===== src/hw/rtl/tie_pkg.sv =====
package tie_pkg;

  // Request kinds carried on in_tuser
  localparam logic [1:0] KIND_EXEC    = 2'd0;
  localparam logic [1:0] KIND_SET_REG = 2'd1;
  localparam logic [1:0] KIND_SET_MEM = 2'd2;
  localparam logic [1:0] KIND_READ    = 2'd3;

  // Instruction opcodes, bits 31..26
  localparam logic [5:0] OPC_ADD  = 6'd1;
  localparam logic [5:0] OPC_SUB  = 6'd2;
  localparam logic [5:0] OPC_ADDI = 6'd17;
  localparam logic [5:0] OPC_BNE  = 6'd18;
  localparam logic [5:0] OPC_BEQ  = 6'd19;
  localparam logic [5:0] OPC_JUMP = 6'd33;
  localparam logic [5:0] OPC_LD   = 6'd49;
  localparam logic [5:0] OPC_ST   = 6'd50;

  // Channel widths
  localparam int IN_TDATA_W  = 80;
  localparam int OUT_TDATA_W = 104;

  // Decode queue between front and back
  localparam int QUEUE_DEPTH = 2;
  localparam int QPTR_W      = $clog2(QUEUE_DEPTH);

  // Register file geometry
  localparam int NUM_REGS = 32;

  // Internal operation classes
  typedef enum logic [3:0] {
    OP_NOP,
    OP_ADD,
    OP_SUB,
    OP_ADDI,
    OP_BNE,
    OP_BEQ,
    OP_JUMP,
    OP_LD,
    OP_ST,
    OP_SET_REG,
    OP_SET_MEM,
    OP_READ
  } op_t;

  // One decoded request
  typedef struct packed {
    op_t         op;
    logic [4:0]  ra;     // register read on port A
    logic [4:0]  rb;     // register read on port B
    logic [4:0]  rd;     // register written
    logic [4:0]  boff;   // address offset for load and store
    logic [9:0]  maddr;  // memory word for preload and read back
    logic [31:0] data;   // immediate or preload value
  } uop_t;

  // Back-end sequencer states
  typedef enum logic [2:0] {
    ST_CLEAR,
    ST_IDLE,
    ST_EXEC,
    ST_RED1,
    ST_RED2,
    ST_RED3,
    ST_MEM
  } state_t;

endpackage


===== src/hw/rtl/tie_front.sv =====
module tie_front (
  input  logic                           in_tvalid,
  output logic                           in_tready,
  // instruction[31:0], reg_index[36:32], mem_address[46:37], value[78:47]
  input  logic [tie_pkg::IN_TDATA_W-1:0] in_tdata,
  // kind[1:0]
  input  logic [1:0]                     in_tuser,
  input  logic                           clear_busy,
  input  logic                           q_full,
  output logic                           q_push,
  output tie_pkg::uop_t                  q_uop
);

  logic [31:0] instr;
  logic [4:0]  reg_index;
  logic [9:0]  mem_address;
  logic [31:0] value;
  logic [5:0]  opc;
  logic [4:0]  fa;
  logic [4:0]  fb;
  logic [4:0]  fc;
  logic [31:0] imm;

  assign instr       = in_tdata[31:0];
  assign reg_index   = in_tdata[36:32];
  assign mem_address = in_tdata[46:37];
  assign value       = in_tdata[78:47];

  assign opc = instr[31:26];
  assign fa  = instr[25:21];
  assign fb  = instr[20:16];
  assign fc  = instr[15:11];
  assign imm = {{16{instr[15]}}, instr[15:0]};

  // Take requests while the queue has room and the memory is cleared
  assign in_tready = !q_full && !clear_busy;
  assign q_push    = in_tvalid && in_tready;

  // Classify the request and pick register ports
  always_comb begin
    q_uop       = '0;
    q_uop.op    = tie_pkg::OP_NOP;
    q_uop.maddr = mem_address;
    case (in_tuser)
      tie_pkg::KIND_EXEC: begin
        case (opc)
          tie_pkg::OPC_ADD: begin
            q_uop.op = tie_pkg::OP_ADD;
            q_uop.ra = fb;
            q_uop.rb = fc;
            q_uop.rd = fa;
          end
          tie_pkg::OPC_SUB: begin
            q_uop.op = tie_pkg::OP_SUB;
            q_uop.ra = fb;
            q_uop.rb = fc;
            q_uop.rd = fa;
          end
          tie_pkg::OPC_ADDI: begin
            q_uop.op   = tie_pkg::OP_ADDI;
            q_uop.ra   = fb;
            q_uop.rd   = fa;
            q_uop.data = imm;
          end
          tie_pkg::OPC_BNE: begin
            q_uop.op   = tie_pkg::OP_BNE;
            q_uop.ra   = fa;
            q_uop.rb   = fb;
            q_uop.data = imm;
          end
          tie_pkg::OPC_BEQ: begin
            q_uop.op   = tie_pkg::OP_BEQ;
            q_uop.ra   = fa;
            q_uop.rb   = fb;
            q_uop.data = imm;
          end
          tie_pkg::OPC_JUMP: begin
            q_uop.op   = tie_pkg::OP_JUMP;
            q_uop.data = imm;
          end
          tie_pkg::OPC_LD: begin
            q_uop.op   = tie_pkg::OP_LD;
            q_uop.rb   = fc;
            q_uop.rd   = fa;
            q_uop.boff = fb;
          end
          tie_pkg::OPC_ST: begin
            q_uop.op   = tie_pkg::OP_ST;
            q_uop.ra   = fa;
            q_uop.rb   = fc;
            q_uop.boff = fb;
          end
          default: begin
            q_uop.op = tie_pkg::OP_NOP;
          end
        endcase
      end
      tie_pkg::KIND_SET_REG: begin
        q_uop.op   = tie_pkg::OP_SET_REG;
        q_uop.rd   = reg_index;
        q_uop.data = value;
      end
      tie_pkg::KIND_SET_MEM: begin
        q_uop.op   = tie_pkg::OP_SET_MEM;
        q_uop.data = value;
      end
      tie_pkg::KIND_READ: begin
        q_uop.op = tie_pkg::OP_READ;
        q_uop.ra = reg_index;
      end
      default: begin
        q_uop.op = tie_pkg::OP_NOP;
      end
    endcase
  end

endmodule


===== config.mk =====
export PLATFORM = sky130hd
export DESIGN_NAME = tie_front
export DESIGN_NICKNAME = d
export VERILOG_FILES = /design/src/hw/rtl/tie_pkg.sv /design/src/hw/rtl/tie_front.sv
export SDC_FILE = /design/constraint.sdc
export NUM_CORES = 1
export LEC_CHECK = 0
export ABC_CLOCK_PERIOD_IN_PS = 2000
export BUFFER_PORTS_ARGS = -buffer_cell sky130_fd_sc_hd__buf_4
export CAP_MARGIN = 10
export CORE_ASPECT_RATIO = 0.9
export CORE_MARGIN = 2
export CORE_UTILIZATION = 30
export DETAILED_ROUTE_END_ITERATION = 10
export GPL_TIMING_DRIVEN = 1
export PLACE_DENSITY = 0.91
export SLEW_MARGIN = 25
export SYNTH_ARGS = -nofsm -noshare
export SYNTH_HDL_FRONTEND = slang
export SYNTH_SLANG_ARGS = --single-unit

===== constraint.sdc =====
create_clock -name vclk -period 2
set_input_delay 0.4 -clock vclk [all_inputs]
set_output_delay 0.4 -clock vclk [all_outputs]
set_load 0.02 [all_outputs]

==> summary.md, run 1 <==
| Metric | Value |
|---|---|
| Status | complete, but fails checks |
| Failing checks | setup timing |
| Worst Path Arrival | roughly 1.8 ns |
| Remaining global-route overflow | 0 |
| Vias in the first global route | approximately 2000 |
| Cell Chain, Critical Path | buf_8 -> inv_4 -> ha_4 -> or3b_4 -> a211oi_4 -> buf_6 -> nand2_4 -> a21oi_4 -> buf_6 |
| Post-synthesis sequential area ratio | 0 |
| Post-synth top area share | 0.189 |
| Core ar. | about 3700 µm² |
| Share of post-route cells with drive strength above 1 | 0.669 |
| Most frequent cell after synthesis | nand2_1 |
| YS warnings | 0 |
| Syn Std Cell Area | around 1200 µm² |
| Nets | 430 |
| Worst setup margin | -0.167 ns |
| Post-Layout Inst Area | 2680 µm² |
| Post-CTS Hold Buffers | 0 |
| Yosys cell types | 33 |
| Initial Utilization | 0.313 |
| Antenna diode count | 0 |
| Max Fclk | 462 MHz |
| Syn Area/Cell | approximately 5.8 µm² |
| DR iter-0 viols | 102 |
| Sequential fraction of design power | 0 |
| Slew at the pin closest to its max-slew limit | just over 0.5 ns |
| Syn Inst Count | about 200 |
| Crit Path Category | in2out |
| Worst min-delay path category | in2out |
| Util after Layout | 0.718 |
| Hold Fails Final Rpt | 0 |
| WL/cell | roughly 15 µm |
| Global-route wire length before repair | ~9100 µm |
| Initial antenna violation count | 0 |
| Worst VDD drop | approximately 0.16 mV |
| DIE WIDTH | 69.8 µm |
| Sw Ratio | 0.500 |
| Cell Int Power | around 0.32 mW |
| Top cell by count, worst path | buf_6 |
| Dpl hpwl | roughly 4400 µm |
| Tmin final | around 2.2 ns |
| Routed WL | roughly 5700 µm |
| Crit Path Max Fanout | 4 |
| Pwr Density | 238 nW/µm² |
| # rows | 21 |
| Slowest stage delay, CP | roughly 0.40 ns |
| Number of max-cap violations | 0 |
| Synth Net Count | 293 |
| Die H | 63.2 µm |
| Gpl congestion | between 0.9 and 1 |
| Clock Power Share | 0 |
| Fillers | 309 |
| WP buf/inv | 4 |
| Clkbuf count | 0 |
| Post-Place Worst Slack | -0.293 ns |
| P_sw | approximately 0.32 mW |
| Synth area leader | a21oi_1 |
| Area growth syn-to-layout | 129% |
| Remaining DRCs | 0 |
| Num sequential | 0 |
| # IOs | between 150 and 200 |
| Top delay family on crit path | simple AND/OR/NAND/NOR gates |
| P_leak | approximately 1.2 nW |
| Worst Setup End Kind | output pin |
| DRT antenna net count | 0 |
| Combinational Power Share | 1.000 |
| Worst path slowest cell | or3b_4 |
| 1st-pass router iterations | 4 |
| Required @ worst endpoint | between 1.5 and 2 ns |
| Overall routing resource usage | 0.241 |
| Final setup vio count | 42 |
| Top cells by area, synth | a21oi_1 (19%), nand2_1 (16%), nand4_1 (8.6%) |
| Sequential Area | 0 µm² |
| DR vias | 2034 |
| Largest net degree at the start of global routing | 38 |
| Vias per cell | ~5.3 |
| Slew margin rel. | 0.658 |
| RSZ-0062 raised after global routing | yes |
| CP startpoint kind | input port |
| IO buf count | roughly 130 |
| Cell area after placement | ~2400 µm² |
| Total die area | 4410 µm² |
| Final Cycle Share | 1.08 |
| Top cells by count, synth | nand2_1 (49), a21oi_1 (44), nand4_1 (16) |
| Slew Limit Fails | 0 |
## cells in the final DEF (no fill, tap or decap), drive strengths merged, types with 2 or more instances in the layout
cell / synthesis / layout
a32oi: 5 / 5
nor2b: 7 / 7
a22oi: 5 / 5
a21oi: 44 / 44
nand4: 17 / 17
nor3: 2 / 2
buf: 14 / 163
and2: 6 / 6
inv: 3 / 3
a211oi: 3 / 3
nand2: 49 / 49
o21ai: 6 / 6
nand2b: 2 / 2
or3b: 2 / 2
nor2: 9 / 9
ha: 5 / 5
## metrics by stage
stage               total power, mW  setup TNS [ns]  std cells  hold WS [ns]
global route                  0.679           -4.55        384         0.800
finish                        0.637           -1.77        384         0.800
global placement              0.571           -4.84        377         0.800
CTS                           0.610           -1.50        381         0.800
floorplan                     0.316          -0.605        203         0.880
detailed placement            0.579           -5.96        377         0.800
## cells by family after synthesis
group                      count (synthesis)  share of synthesized area
AOI/OAI and AO/OA                         68                      0.362
adders and majority gates                  5                     0.0536
buffers and inverters                     31                      0.152
and+or+nand+nor                           99                      0.432
## path summary, 6_finish.rpt
path,startpoint,end,cells after the start
worst max-delay path,in_tuser[0],q_uop[57],9
worst min-delay path,in_tdata[40],q_uop[35],0
## layer usage
| layer | wire length [µm] | share of wire | track usage | vias to the layer above |
|---|---|---|---|---|
| met1 | 2220 | 0.39 | 0.287 | 958 |
| met5 | 0 | 0 | 0 | - |
| met3 | 387 | 0.068 | 0.0272 | 2 |
| li1 | - | - | - | 986 |
| met2 | 3040 | 0.54 | 0.474 | 88 |
| met4 | 10 | 0.0018 | 0.0288 | 0 |
## final cells by class
type               instances  area, µm²  area share
well taps                 46       57.6      0.0215
inverters                  3       16.3     0.00607
repair buffers           163       1370       0.513
multi-input cells        172       1230       0.460
## timing repair
item | in CTS | in global routing
setup endpoints to repair | 50 | 52
resized for setup | 36 | 26
gates cloned | 1 | 0
setup buffers | 5 | 3
pin swaps | 12 | 12
## power groups by stage
stage                     clock, mW  combinational (mW)  sequential (mW)
final                             0               0.637                0
after global placement            0               0.571                0
after CTS                         0               0.610                0
after floorplan                   0               0.316                0
after global routing              0               0.679                0
after detailed placement          0               0.579                0
Power figures use the tool's default switching activity.
==> run 2, diff against run 1 <==
BUFFER_PORTS_ARGS = -buffer_cell sky130_fd_sc_hd__buf_2   (was -buffer_cell sky130_fd_sc_hd__buf_4)
==> run 2 against run 1 <==
Effect of this change: the flow still finishes with violations (setup timing); final cell count increased by 1.0%; highest routed layer unchanged; fmax decreased by 0.23%; largest cell class is now multi-input combinational cells; critical path depth decreased by 1; die area unchanged; largest power group unchanged; combinational power decreased by 2%; core utilization decreased by 2.6 points.
==> summary.md, run 2 (synthesis gave the netlist of run 1 again) <==
| Metric | Value |
|---|---|
| Status | complete, but fails checks |
| Failing checks | setup timing |
| DRT antenna net count | 0 |
| Post-CTS Hold Buffers | 0 |
| Overall power | 0.624 mW |
| Crit Path Category | in2out |
| Nets | ~430 |
| Total die area | about 4400 µm² |
| Largest net degree at the start of global routing | 38 |
| Global-route wire length before repair | just over 9000 µm |
| Worst VDD drop | ~0.17 mV |
| Required @ worst endpoint | about 1.6 ns |
| DR vias | around 2100 |
| Vias per cell | roughly 5.4 |
| Util after Layout | 0.691 |
| WL/cell | about 16 µm |
| Remaining DRCs | 0 |
| Share of post-route cells with drive strength above 1 | 0.670 |
| Gpl congestion | ~0.94 |
| Worst path slowest cell | or3b_4 |
| Overall routing resource usage | 0.243 |
| Slew Limit Fails | 0 |
| Hold path start | in_tdata[40] |
| CP startpoint kind | input port |
| # rows | 21 |
| Cell Chain, Critical Path | buf_8 -> inv_6 -> ha_4 -> or3b_4 -> a211oi_4 -> nand2_2 -> a21oi_4 -> buf_6 |
| Remaining global-route overflow | 0 |
| Final setup vio count | between 40 and 50 |
| DIE WIDTH | ~70 µm |
| Num sequential | 0 |
| Fillers | between 300 and 400 |
| 1st-pass router iterations | 4 |
| Antenna diode count | 0 |
| # IOs | approximately 150 |
| Most frequent cells in the layout | buf_2 (82), buf_4 (50), nand2_1 (46) |
| Worst min-delay path category | in2out |
| Die H | about 63 µm |
| Clkbuf count | 0 |
| Vias in the first global route | 1954 |
| Core ar. | approximately 3700 µm² |
| Number of max-cap violations | 0 |
| Area growth syn-to-layout | 121% |
| Pwr Density | between 200 and 250 nW/µm² |
| IO buf count | between 100 and 150 |
| Commonest non-fill, non-tap cell in the layout | buf_2 |
| Initial Utilization | 0.313 |
| Slowest stage delay, CP | 0.39 ns |
| Worst Setup End Kind | output pin |
| DR iter-0 viols | 68 |
| Worst setup margin | -0.172 ns |
| Crit path from | in_tuser[1] |
| Dpl hpwl | about 4200 µm |
| Sequential Area | 0 µm² |
| Worst Path Arrival | between 1.5 and 2 ns |
| Max Fclk | roughly 460 MHz |
| Initial antenna violation count | 0 |
| Slew at the pin closest to its max-slew limit | just under 0.6 ns |
| Final Cycle Share | 1.09 |
| P_leak | about 1.2 nW |
| Crit Path Max Fanout | 5 |
| RSZ-0062 raised after global routing | yes |
| Routed WL | between 6000 and 7000 µm |
| Slew margin rel. | 0.607 |
| Tmin final | 2.17 ns |
| Hold Fails Final Rpt | 0 |
==> run 2: cell types whose count changed in the layout (fill, tap and decap cells not counted), moves of 2 or more <==
| cell | delta |
|---|---|
| buf_4 | -83 |
| buf_2 | +82 |
| a21oi_4 | +6 |
| a21oi_1 | -4 |
| buf_6 | +4 |
| a21oi_2 | -2 |
| a22oi_1 | +2 |
| a22oi_2 | -2 |
| nand2_1 | +2 |
==> run 2: worst max-delay path: cells and delay by family <==
| kind | cells | cell delay, ns |
|---|---|---|
| buf+inv | 3 | 0.28 |
| compound gates | 2 | 0.44 |
| fa+ha+maj | 1 | 0.13 |
| simple gates | 2 | 0.51 |
==> run 2: path summary, 6_finish.rpt <==
kind / endpoint / slack [ns] / depth (start not counted)
hold / removal: q_uop[35] / 0.80 / 0
setup / recovery: q_uop[57] / -0.17 / 8
==> run 2: area by class of cell <==
cell class / count / area (µm²) / share of cell area
well taps: 46 / 57.6 / 0.0223
multi-input cells: 172 / 1270 / 0.493
inverters: 3 / 18.8 / 0.00727
repair buffers: 167 / 1230 / 0.477
==> run 2: repair_timing <==
action                                 in CTS  in global routing
setup endpoints to repair                  50                 51
setup buffers                               6                  1
cloned                                      2                  0
resized for setup                          70                 54
endpoints found under the hold margin       0                  0
pin swaps                                  20                 21
==> run 2: power by group <==
part / internal, mW / switching (mW) / total, mW
clock network: 0 / 0 / 0
registers: 0 / 0 / 0
logic: 0.288 / 0.335 / 0.624
==> run 2: routing by layer <==
metal / GRT usage / part of all wire / up-vias
met2: 0.468 / 0.53 / 116
met1: 0.290 / 0.38 / 985
met4: 0.0457 / 0.010 / 0
met3: 0.0288 / 0.079 / 7
met5: 0 / 0 / -
li1: - / - / 995
==> run 2: stage by stage <==
step / cell area, µm² / setup TNS (ns) / hold slack [ns] / worst slack, ns / instances
global route: 2580 / -5.59 / 0.800 / -0.248 / 388
finish: 2580 / -3.42 / 0.800 / -0.172 / 388
detailed placement: 2120 / -7.72 / 0.800 / -0.318 / 382
CTS: 2420 / -5.51 / 0.800 / -0.225 / 389
floorplan: 1310 / -0.605 / 0.880 / -0.123 / 203
global placement: 2120 / -6.57 / 0.800 / -0.283 / 382
