--- config.mk ---
export PLATFORM = sky130hd
export DESIGN_NAME = tie_queue
export DESIGN_NICKNAME = d
export VERILOG_FILES = /design/src/hw/rtl/tie_pkg.sv /design/src/hw/rtl/tie_queue.sv
export SDC_FILE = /design/constraint.sdc
export NUM_CORES = 1
export LEC_CHECK = 0
export ABC_AREA = 0
export BUFFER_PORTS_ARGS = -buffer_cell sky130_fd_sc_hd__buf_2
export CAP_MARGIN = 40
export CORE_ASPECT_RATIO = 0.6
export CORE_MARGIN = 2
export CORE_UTILIZATION = 40
export DETAILED_ROUTE_END_ITERATION = 7
export SLEW_MARGIN = 20
export SYNTH_ARGS = -nofsm -noshare
export SYNTH_HDL_FRONTEND = slang
export SYNTH_SLANG_ARGS = --single-unit
--- constraint.sdc ---
create_clock -name clk -period 9.8 [get_ports clk]
set_clock_uncertainty 0.05 [all_clocks]
set_input_delay 0.49 -clock clk [delete_from_list [all_inputs] [get_ports clk]]
set_output_delay 0.49 -clock clk [all_outputs]
set_load 0.05 [all_outputs]
--- src/hw/rtl/tie_pkg.sv ---
package tie_pkg;

  // Request kinds carried on in_tuser
  localparam logic [1:0] KIND_EXEC    = 2'd0;
  localparam logic [1:0] KIND_SET_REG = 2'd1;
  localparam logic [1:0] KIND_SET_MEM = 2'd2;
  localparam logic [1:0] KIND_READ    = 2'd3;

  // Instruction opcodes, bits 31..26
  localparam logic [5:0] OPC_ADD  = 6'd1;
  localparam logic [5:0] OPC_SUB  = 6'd2;
  localparam logic [5:0] OPC_ADDI = 6'd17;
  localparam logic [5:0] OPC_BNE  = 6'd18;
  localparam logic [5:0] OPC_BEQ  = 6'd19;
  localparam logic [5:0] OPC_JUMP = 6'd33;
  localparam logic [5:0] OPC_LD   = 6'd49;
  localparam logic [5:0] OPC_ST   = 6'd50;

  // Channel widths
  localparam int IN_TDATA_W  = 80;
  localparam int OUT_TDATA_W = 104;

  // Decode queue between front and back
  localparam int QUEUE_DEPTH = 2;
  localparam int QPTR_W      = $clog2(QUEUE_DEPTH);

  // Register file geometry
  localparam int NUM_REGS = 32;

  // Internal operation classes
  typedef enum logic [3:0] {
    OP_NOP,
    OP_ADD,
    OP_SUB,
    OP_ADDI,
    OP_BNE,
    OP_BEQ,
    OP_JUMP,
    OP_LD,
    OP_ST,
    OP_SET_REG,
    OP_SET_MEM,
    OP_READ
  } op_t;

  // One decoded request
  typedef struct packed {
    op_t         op;
    logic [4:0]  ra;     // register read on port A
    logic [4:0]  rb;     // register read on port B
    logic [4:0]  rd;     // register written
    logic [4:0]  boff;   // address offset for load and store
    logic [9:0]  maddr;  // memory word for preload and read back
    logic [31:0] data;   // immediate or preload value
  } uop_t;

  // Back-end sequencer states
  typedef enum logic [2:0] {
    ST_CLEAR,
    ST_IDLE,
    ST_EXEC,
    ST_RED1,
    ST_RED2,
    ST_RED3,
    ST_MEM
  } state_t;

endpackage

--- src/hw/rtl/tie_queue.sv ---
module tie_queue (
  input  logic          clk,
  input  logic          rst_n,
  input  logic          push,
  input  tie_pkg::uop_t push_uop,
  output logic          full,
  input  logic          pop,
  output logic          head_valid,
  output tie_pkg::uop_t head_uop
);

  tie_pkg::uop_t                entries_r [tie_pkg::QUEUE_DEPTH];
  logic [tie_pkg::QPTR_W-1:0]   wr_ptr_r;
  logic [tie_pkg::QPTR_W-1:0]   rd_ptr_r;
  logic [tie_pkg::QPTR_W:0]     count_r;
  logic [tie_pkg::QPTR_W:0]     count_nxt;

  assign full       = (count_r == (tie_pkg::QPTR_W + 1)'(tie_pkg::QUEUE_DEPTH));
  assign head_valid = (count_r != '0);
  assign head_uop   = entries_r[rd_ptr_r];

  // Track fill level
  always_comb begin
    count_nxt = count_r;
    if (push && !pop) begin
      count_nxt = count_r + 1'b1;
    end else if (pop && !push) begin
      count_nxt = count_r - 1'b1;
    end
  end

  // Advance pointers
  always_ff @(posedge clk) begin
    if (!rst_n) begin
      wr_ptr_r <= '0;
      rd_ptr_r <= '0;
      count_r  <= '0;
    end else begin
      count_r <= count_nxt;
      if (push) begin
        wr_ptr_r <= wr_ptr_r + 1'b1;
      end
      if (pop) begin
        rd_ptr_r <= rd_ptr_r + 1'b1;
      end
    end
  end

  // Hold payload
  always_ff @(posedge clk) begin
    if (push) begin
      entries_r[wr_ptr_r] <= push_uop;
    end
  end

endmodule

==> flow_metrics.py, run 1 <==
metrics = {
    "clocking": {
        "postCtsHoldBufs": 0,
        "cts_resized": 0,
        "cts_max_path_buffers": 2,
        "cts_tree": "built",
        "post_cts.repair.setup_buffers": 0,
        "numCtsBuffers": 17,
        "clkSlewWorstSetupHoldPaths_ns": 0.06,
        "clock_latency_ns": 0.40,
        "htreeDepth": 4,
        "root_buffer": "clkbuf_16",
        "cts_sinks": 137,
    },
    "timing": {
        "finalHoldViolations": 0,
        "setup_slack_ns": 7.19,
        "holdWs_ns": 0.220,
        "grt_setup_unrepaired": "no",
        "tightestPinTransition_ns": 0.463,
        "finalCriticalPeriod_ns": 2.61,
        "fin_crit_sh_pct": 26.6,
        "finalSetupViolations": 0,
        "slew_violations": 0,
        "tns_ns": 0,
        "maxSlewHeadroom_pct": 69.1,
        "fmax_mhz": 383,
    },
    "detailed_routing": {
        "via_per_inst": 4.61,
        "drc_errors": 0,
        "ant_nets": 0,
        "vias": 2570,
        "wire_per_inst_um": 16.1,
        "drt_iter0_drc": 72,
        "firstDrtPassIters": 4,
        "wirelength_um": 8960,
    },
    "finish": {
        "drive_gt1_share_pct": 61.6,
        "ff_latch_area_um2": 4070,
        "syn_to_final_growth_pct": 30.0,
        "nets": 453,
        "final_common_cell": "buf_2",
        "fin_cells": 558,
        "antenna_cells": 0,
        "fillerInstances": 990,
        "multi_input_comb_area_um2": 870,
        "layout_common_cells": "buf_2 (137), edfxtp_1 (132), mux2_2 (66)",
    },
    "yosys": {
        "ys_types": 17,
        "syn_area_um2": 4990,
        "ys_seq_area_share_pct": 81.4,
        "synth_top_area_cell": "edfxtp_1",
        "synth-seq-cells": 137,
        "ys_warn_count": 0,
        "synthDominantCellAreaShare_pct": 79.4,
        "post_synth.cell_area_avg_um2": 22.0,
        "syn_nets": 298,
        "synth_area_leaders": "edfxtp_1 (79%), mux2_2 (15%), dfxtp_1 (2.0%), buf_6 (1.1%), and2_1 (0.50%)",
        "synth_cells": 227,
    },
    "setup_path": {
        "worstSetupStartpointType": "register",
        "path_class": "reg2out",
        "path_max_fanout": 33,
        "timing.rr.start": "wr_ptr_r",
        "reg2reg_depth": 3,
        "r2r_end": "entries_r[1][21]",
        "r2r_setup_slack_ns": 8.21,
        "crit_arrival_ns": 2.07,
        "crit_path_end_kind": "output pin",
        "required_ns": 9.26,
    },
    "hold_path": {
        "holdPathStages": 1,
        "hold_end": "entries_r[1][61]",
        "holdCritPathClass": "in2reg",
        "hp-start": "push_uop[61]",
    },
    "global_route": {
        "grt.total_usage_pct": 13.7,
        "antenna_found_initial": 0,
        "grt_pass1_vias": 2688,
        "gr-total-overflow": 0,
        "grt_max_degree": 36,
        "grt_pass1_wl_um": 13400,
    },
    "die": {
        "die_w_um": 148,
        "die_area_um2": 13400,
        "placementRows": 31,
        "coreArea_um2": 12100,
        "io_pins": 138,
        "start_util_pct": 41.3,
        "die_h_um": 90.6,
    },
    "power": {
        "p_leak_nw": 2.45,
        "ir_drop_uv": 111,
        "power_density_nw_per_um2": 236,
    },
    "place": {
        "place_congestion": 0.688,
        "place_ws_ns": 7.18,
        "port_buffers": 137,
        "post-dp-hpwl_um": 5840,
        "dpl.cell_count": 527,
    },
    "run": {
        "cap_violations": 0,
    },
    "status": {
        "status": "completed",
    },
}
## worst max-delay path, cell delays in order (launching register included)
cell and delay (ns):
dfxtp_2 0.38, buf_12 0.22, buf_4 0.43, mux2_2 0.41
buf_2 0.21
## cells by family after synthesis
| kind of cell | count (synthesis) | share of synthesized area [%] |
|---|---|---|
| flip-flops | 137 | 81.4 |
| multiplexers | 66 | 14.9 |
| XOR/XNOR | 3 | 0.526 |
| adder cells (fa/ha/maj) | 1 | 0.250 |
| AND/OR/NAND/NOR | 9 | 1.18 |
| AO/OA/AOI/OAI | 3 | 0.401 |
| buffers and inverters | 8 | 1.40 |
## flip-flops by register name, summed over array words and instances, names as in the netlist, named ones only
signal	cells
rd_ptr_r	1
entries_r	132
count_r	2
wr_ptr_r	1
## synthesized netlist by cell type (all sizes together)
cell      n
a21boi    1
and2      4
and2b     1
buf       7
dfxtp     5
edfxtp  132
ha        1
inv       1
mux2     66
nor2b     2
o21a      1
o21ai     1
or2       1
or3       1
xnor2     1
xor2      2
## final cells by class
| type | instances | area share (%) |
|---|---|---|
| inverters | 1 | 0.0578 |
| repair buffers | 143 | 11.8 |
| clock buffers | 18 | 6.61 |
| multi-input cells | 82 | 13.4 |
| flip-flops and latches | 137 | 62.6 |
| clock inverters | 12 | 2.35 |
| well taps | 165 | 3.18 |
## per-stage QoR
| step | util (%) | cell area, µm² | power [mW] |
|---|---|---|---|
| final | 53.7 | 6490 | 1.53 |
| after global routing | 53.7 | 6490 | 1.58 |
| after CTS | 53.5 | 6470 | 1.55 |
| after detailed placement | 48.7 | 5890 | 0.922 |
| after global placement | 48.4 | 5850 | 0.917 |
| after floorplan | - | 4990 | 0.866 |
## where the power goes
group	switching [mW]	leakage, nW	internal, mW
combinational	0.159	0.895	0.0663
clock	0.226	0.276	0.396
sequential	0.00751	1.28	0.677
total	0.392	2.45	1.14
## per-layer routing
metal | part of all wire [%] | wire length, µm | GRT usage, %
met4 | 1.5 | 131 | 6.51
met5 | 0 | 0 | 0
met2 | 45 | 4010 | 20.6
met3 | 11 | 956 | 7.02
met1 | 43 | 3860 | 16.3
## worst max path at each step
stage	to	slack, ns	startpoint
detailed placement	head_uop[11]	7.18	register
global route	head_uop[62]	7.07	register
finish	head_uop[11]	7.19	register
global placement	head_uop[62]	7.17	register
floorplan	entries_r[0][0]	5.83	push
CTS	head_uop[11]	6.72	register
(Power assumes the default switching activity.)
==> inputs of run 2 (changes only) <==
clock period = 2.6 ns   (was 9.8 ns; I/O delays follow)
==> run 2 against run 1 <==
Net effect: design area is 9.3% higher; non-clock buffer count is 67 higher; count of clock-buffer cells in the layout rose by 4.
==> flow_metrics.py, run 2 (synthesis gave the netlist of run 1 again) <==
metrics = {
    "detailed_routing": {
        "vias": 2834,
        "firstDrtPassIters": 4,
        "drt_iter0_drc": 147,
        "ant_nets": 0,
        "wirelength_um": 9570,
        "drc_errors": 0,
        "wire_per_inst_um": 15.3,
        "via_per_inst": 4.54,
    },
    "timing": {
        "grt_setup_unrepaired": "no",
        "slew_violations": 0,
        "finalCriticalPeriod_ns": 2.11,
        "finalHoldViolations": 0,
        "tightestPinTransition_ns": 0.555,
        "fmax_mhz": 474,
        "finalSetupViolations": 0,
        "fin_crit_sh_pct": 81.2,
        "maxSlewHeadroom_pct": 63.0,
        "tns_ns": 0,
    },
    "finish": {
        "fillerInstances": 962,
        "largest-register": "entries_r",
        "layout_common_cells": "buf_2 (137), edfxtp_1 (132), dlygate4sd3_1 (67)",
        "antenna_cells": 0,
        "largest_reg_flops": 132,
        "nets": 520,
        "final_common_cell": "buf_2",
        "top_regs": "entries_r (132), count_r (2)",
        "fin_cells": 624,
        "drive_gt1_share_pct": 50.8,
        "syn_to_final_growth_pct": 42.1,
    },
    "setup_path": {
        "reg2reg_depth": 2,
        "worstSetupStartpointType": "register",
        "endpoint": "head_uop[3]",
        "crit_path_top_delay_cell": "dfxtp_4",
        "crit_path_end_kind": "output pin",
        "r2r_setup_slack_ns": 1.05,
        "crit_arrival_ns": 1.93,
        "path_class": "reg2out",
        "path_max_fanout": 37,
        "cpPeakStageDelay_ns": 0.69,
        "timing.rr.start": "wr_ptr_r",
        "r2r_end": "entries_r[1][22]",
        "crit_path_cell_trace": "buf_12 > mux2_2 > buf_2",
        "required_ns": 2.42,
    },
    "hold_path": {
        "holdCritPathClass": "in2reg",
    },
    "power": {
        "seqPwrFrac_pct": 46.0,
        "p_clk_share_pct": 38.0,
        "p_switching_mw": 1.41,
        "power_density_nw_per_um2": 797,
        "p_int_mw": 4.24,
        "p_sw_share_pct": 25.0,
        "p_leak_nw": 2.70,
        "combPwrFrac_pct": 16.0,
        "ir_drop_uv": 514,
    },
    "place": {
        "post-dp-hpwl_um": 6040,
        "dpl.cell_count": 528,
        "port_buffers": 137,
        "place_congestion": 0.759,
    },
    "clocking": {
        "postCtsHoldBufs": 67,
        "cts_sinks": 137,
        "cts_tree": "built",
        "clkSlewWorstSetupHoldPaths_ns": 0.05,
        "clock_latency_ns": 0.39,
        "cts_resized": 0,
        "numCtsBuffers": 17,
        "post_cts.repair.setup_buffers": 0,
        "htreeDepth": 4,
        "cts_max_path_buffers": 2,
        "root_buffer": "clkbuf_16",
    },
    "global_route": {
        "grt_max_degree": 40,
        "grt_pass1_vias": 3013,
        "antenna_found_initial": 0,
        "gr-total-overflow": 0,
        "grt_pass1_wl_um": 15000,
        "grt.total_usage_pct": 14.9,
    },
    "die": {
        "io_pins": 138,
        "die_w_um": 148,
        "placementRows": 31,
        "start_util_pct": 41.3,
        "die_h_um": 90.6,
        "coreArea_um2": 12100,
        "die_area_um2": 13400,
    },
    "status": {
        "status": "completed",
    },
    "run": {
        "cap_violations": 0,
    },
}
## run 2: worst min path at each step
| stage | from | end | slack (ns) | depth (start not counted) |
|---|---|---|---|---|
| after floorplan | push_uop[0] | entries_r[0][0] | 0.18 | 0 |
| after global placement | push_uop[32] | entries_r[1][32] | 0.27 | 1 |
| after detailed placement | push_uop[21] | entries_r[0][21] | 0.27 | 1 |
| after CTS | pop | register | 0.02 | 3 |
| after global routing | pop | register | 0.04 | 3 |
| final | pop | register | 0.04 | 3 |
## run 2: power by group through the flow
| stage | Sequential [mW] | Combinational (mW) | Clock (mW) |
|---|---|---|---|
| floorplan | 2.62 | 0.642 | 0 |
| CTS | 2.61 | 0.912 | 2.19 |
| finish | 2.60 | 0.906 | 2.15 |
| detailed placement | 2.65 | 0.830 | 0 |
| global route | 2.62 | 0.956 | 2.30 |
| global placement | 2.64 | 0.824 | 0 |
## run 2: area by class of cell
cell class / count / area, µm² / share of cell area [%]
clock buffers: 22 / 444 / 6.26
clock inverters: 7 / 78.8 / 1.11
inverters: 1 / 3.75 / 0.0529
multi-input cells: 82 / 871 / 12.3
flip-flops and latches: 137 / 4070 / 57.3
well taps: 165 / 206 / 2.91
repair buffers: 210 / 1430 / 20.1
## run 2: through the flow
stage	hold WS [ns]	utilization [%]	area (µm²)	total power, mW	worst slack, ns
4_1_cts	0.0215	58.7	7100	5.71	0.426
2_1_floorplan	0.179	-	5000	3.26	0.0697
3_3_place_gp	0.267	48.8	5900	3.47	0.877
6_report	0.0377	58.7	7100	5.66	0.489
3_5_place_dp	0.271	48.8	5900	3.48	0.864
5_1_grt	0.0400	58.7	7100	5.87	0.385
## run 2: critical path: cells and delay by family (launching register included)
family	cells	cell delay (ns)
multiplexers	1	0.37
buffers and inverters	2	0.47
flip-flops	1	0.69
## run 2: per-layer routing
layer,global-route usage (%),vias to the layer above,part of all wire [%]
li1,-,1344,-
met1,19.8,1373,46
met2,23.2,112,46
met3,5.40,5,8.0
met4,4.05,0,0.47
met5,0,-,0
==> inputs of run 3 (changes only) <==
ABC_AREA = 1   (was 0)
PLACE_DENSITY = 0.66   (was not set)
clock period = 1.9 ns   (was 2.6 ns; I/O delays follow)
==> run 3 against run 2 <==
Net effect: clock power rose by 76%; register-to-register slack got worse by 0.94 ns; routed wire length rose by 2.7%; sequential share of layout area shrank 2.9 points; worst hold slack gained 0.010 ns; critical path type unchanged.
==> flow_metrics.py, run 3 <==
metrics = {
    "die": {
        "start_util_pct": 40.6,
        "placementRows": 32,
        "die_area_um2": 13800,
        "die_w_um": 151,
        "io_pins": 138,
        "die_h_um": 91.9,
        "coreArea_um2": 12700,
    },
    "clocking": {
        "cts_sinks": 137,
        "numCtsBuffers": 17,
        "clkSlewWorstSetupHoldPaths_ns": 0.06,
        "clock_latency_ns": 0.41,
        "cts_max_path_buffers": 2,
        "root_buffer": "clkbuf_16",
        "post_cts.repair.setup_buffers": 0,
        "cts_tree": "built",
        "htreeDepth": 4,
    },
    "finish": {
        "nets": 536,
        "final_common_cell": "buf_2",
        "largest-register": "entries_r",
        "largest_reg_flops": 132,
        "fin_cells": 648,
        "ff_latch_area_um2": 4070,
        "multi_input_comb_area_um2": 1000,
        "fillerInstances": 935,
        "antenna_cells": 0,
        "layout_common_cells": "buf_2 (137), edfxtp_1 (132), dlygate4sd3_1 (70)",
        "syn_to_final_growth_pct": 45.2,
        "drive_gt1_share_pct": 50.4,
        "top_regs": "entries_r (132), count_r (2)",
    },
    "global_route": {
        "top_usage_layer": "met2",
        "grt.met2_usage_pct": 22.8,
        "gr-total-overflow": 0,
        "grt_pass1_vias": 3108,
        "antenna_found_initial": 0,
        "gr-usage-met3_pct": 6.57,
        "grt.total_usage_pct": 14.8,
        "use_met1_pct": 18.6,
        "grt_pass1_wl_um": 15200,
        "grt_max_degree": 36,
    },
    "yosys": {
        "async_flop_share_pct": 0,
        "synth_area_leaders": "edfxtp_1 (77%), mux2_4 (12%), mux2_2 (5.7%), dfxtp_1 (1.9%), buf_6 (1.1%)",
        "ys_warn_count": 0,
        "ys_top_cells_by_count": "edfxtp_1 (132), mux2_4 (40), mux2_2 (26), nand2_1 (9)",
        "syn_area_um2": 5150,
        "synth-seq-cells": 137,
        "synth_edf_count": 132,
        "post_synth.cell_area_avg_um2": 21.5,
        "ys_types": 14,
        "ys.flop_type": "edfxtp_1",
        "synth_top_area_cell": "edfxtp_1",
        "ys_seq_area_share_pct": 78.9,
        "syn_nets": 311,
        "synthDominantCellAreaShare_pct": 76.9,
        "yosys.cell_count.top_type": "edfxtp_1",
        "synth_cells": 240,
    },
    "timing": {
        "finalSetupViolations": 0,
        "fin_crit_sh_pct": 95.7,
        "fmax_mhz": 550,
        "grt_setup_unrepaired": "no",
        "tightestPinTransition_ns": 0.439,
        "maxSlewHeadroom_pct": 70.7,
        "tns_ns": 0,
        "finalCriticalPeriod_ns": 1.82,
        "finalHoldViolations": 0,
        "slew_violations": 0,
    },
    "setup_path": {
        "reg2reg_depth": 5,
        "crit_cells": 3,
        "timing.rr.start": "wr_ptr_r",
        "crit_arrival_ns": 1.67,
        "r2r_setup_slack_ns": 0.11,
        "worstSetupStartpointType": "register",
        "r2r_end": "wr_ptr_r",
        "crit_path_cell_trace": "buf_12 > mux2_2 > buf_2",
        "crit_path_top_delay_cell": "mux2_2",
        "path_max_fanout": 31,
        "worst-path-buf-inv": 2,
        "cpLargestDelayFamily": "buffers and inverters",
        "required_ns": 1.75,
        "cpPeakStageDelay_ns": 0.41,
        "path_class": "reg2out",
        "crit_path_end_kind": "output pin",
    },
    "place": {
        "dpl.cell_count": 546,
        "port_buffers": 137,
        "place_congestion": 0.720,
        "post-dp-hpwl_um": 6000,
    },
    "status": {
        "status": "completed",
    },
    "detailed_routing": {
        "drt_iter0_drc": 132,
        "firstDrtPassIters": 6,
        "ant_nets": 0,
        "wire_per_inst_um": 15.2,
        "via_per_inst": 4.52,
        "vias": 2928,
        "wirelength_um": 9830,
        "drc_errors": 0,
    },
    "power": {
        "ir_drop_uv": 676,
        "p_leak_nw": 2.98,
        "power_mw": 8.54,
        "power_density_nw_per_um2": 1140,
    },
    "run": {
        "cap_violations": 0,
    },
    "hold_path": {
        "holdCritPathClass": "in2reg",
        "hold_end": "count_r[0]",
        "holdPathStages": 3,
        "hp-start": "push",
    },
}
==> run 3: changes by cell type after synthesis, moves of 2 or more <==
cell,before,now
and2_1,4,0
inv_1,1,8
mux2_2,66,26
mux2_4,0,40
nand2_1,0,9
nor2_1,0,8
nor2b_1,2,0
xor2_1,2,0
==> run 3: area by class of cell <==
type | instances | share of cell area [%]
Clock inverter | 13 | 3.31
Timing Repair Buffer | 213 | 19.8
Multi-Input combinational cell | 88 | 13.4
Clock buffer | 19 | 5.79
Inverter | 8 | 0.452
Tap cell | 170 | 2.84
Sequential cell | 137 | 54.4
==> run 3: worst max-delay path by stage <==
stage	start	endpoint	slack, ns
2_1_floorplan	wr_ptr_r	entries_r[1][0]	0.06
3_3_place_gp	wr_ptr_r	entries_r[1][23]	0.47
3_5_place_dp	wr_ptr_r	entries_r[1][20]	0.48
4_1_cts	wr_ptr_r	wr_ptr_r	0.04
5_1_grt	wr_ptr_r	wr_ptr_r	0.03
6_report	register	head_uop[52]	0.08
==> run 3: logic make-up after synthesis <==
logic type / after synthesis / synth area share [%]
buf+inv: 15 / 1.87
compound gates: 2 / 0.194
simple gates: 19 / 1.46
mux: 66 / 17.3
fa+ha+maj: 1 / 0.243
flops: 137 / 78.9
==> run 3: where the power goes <==
part	internal, mW	switching (mW)	leakage, nW
Combinational	0.440	0.772	1.37
Sequential	3.49	0.0401	1.28
Clock	2.59	1.20	0.328
Total	6.52	2.01	2.98
==> run 3: per-layer routing <==
metal  vias up  part of all wire [%]
met5         -                     0
met1      1411                    44
met3        15                   8.7
met2       122                    46
li1       1380                     -
met4         0                   1.3
==> run 3: repair_timing <==
action | in CTS | in global routing
resized for setup | 0 | 2
endpoints found under the hold margin | 137 | 0
endpoints found under the setup margin | 0 | 1
hold buffers | 70 | 0
==> run 3: metrics by stage <==
step	setup WS, ns	hold slack [ns]	instance area, µm²	util [%]
floorplan	0.0603	0.144	5160	-
global placement	0.473	0.232	6090	48.0
detailed placement	0.479	0.236	6090	48.0
CTS	0.0399	0.0144	7470	58.9
global route	0.0293	0.0614	7480	58.9
finish	0.0816	0.0482	7480	58.9
==> run 3: tightest hold or removal path, stage by stage <==
cell,delay [ns]
buf_2,0.12
ha_1,0.18
a21oi_1,0.07
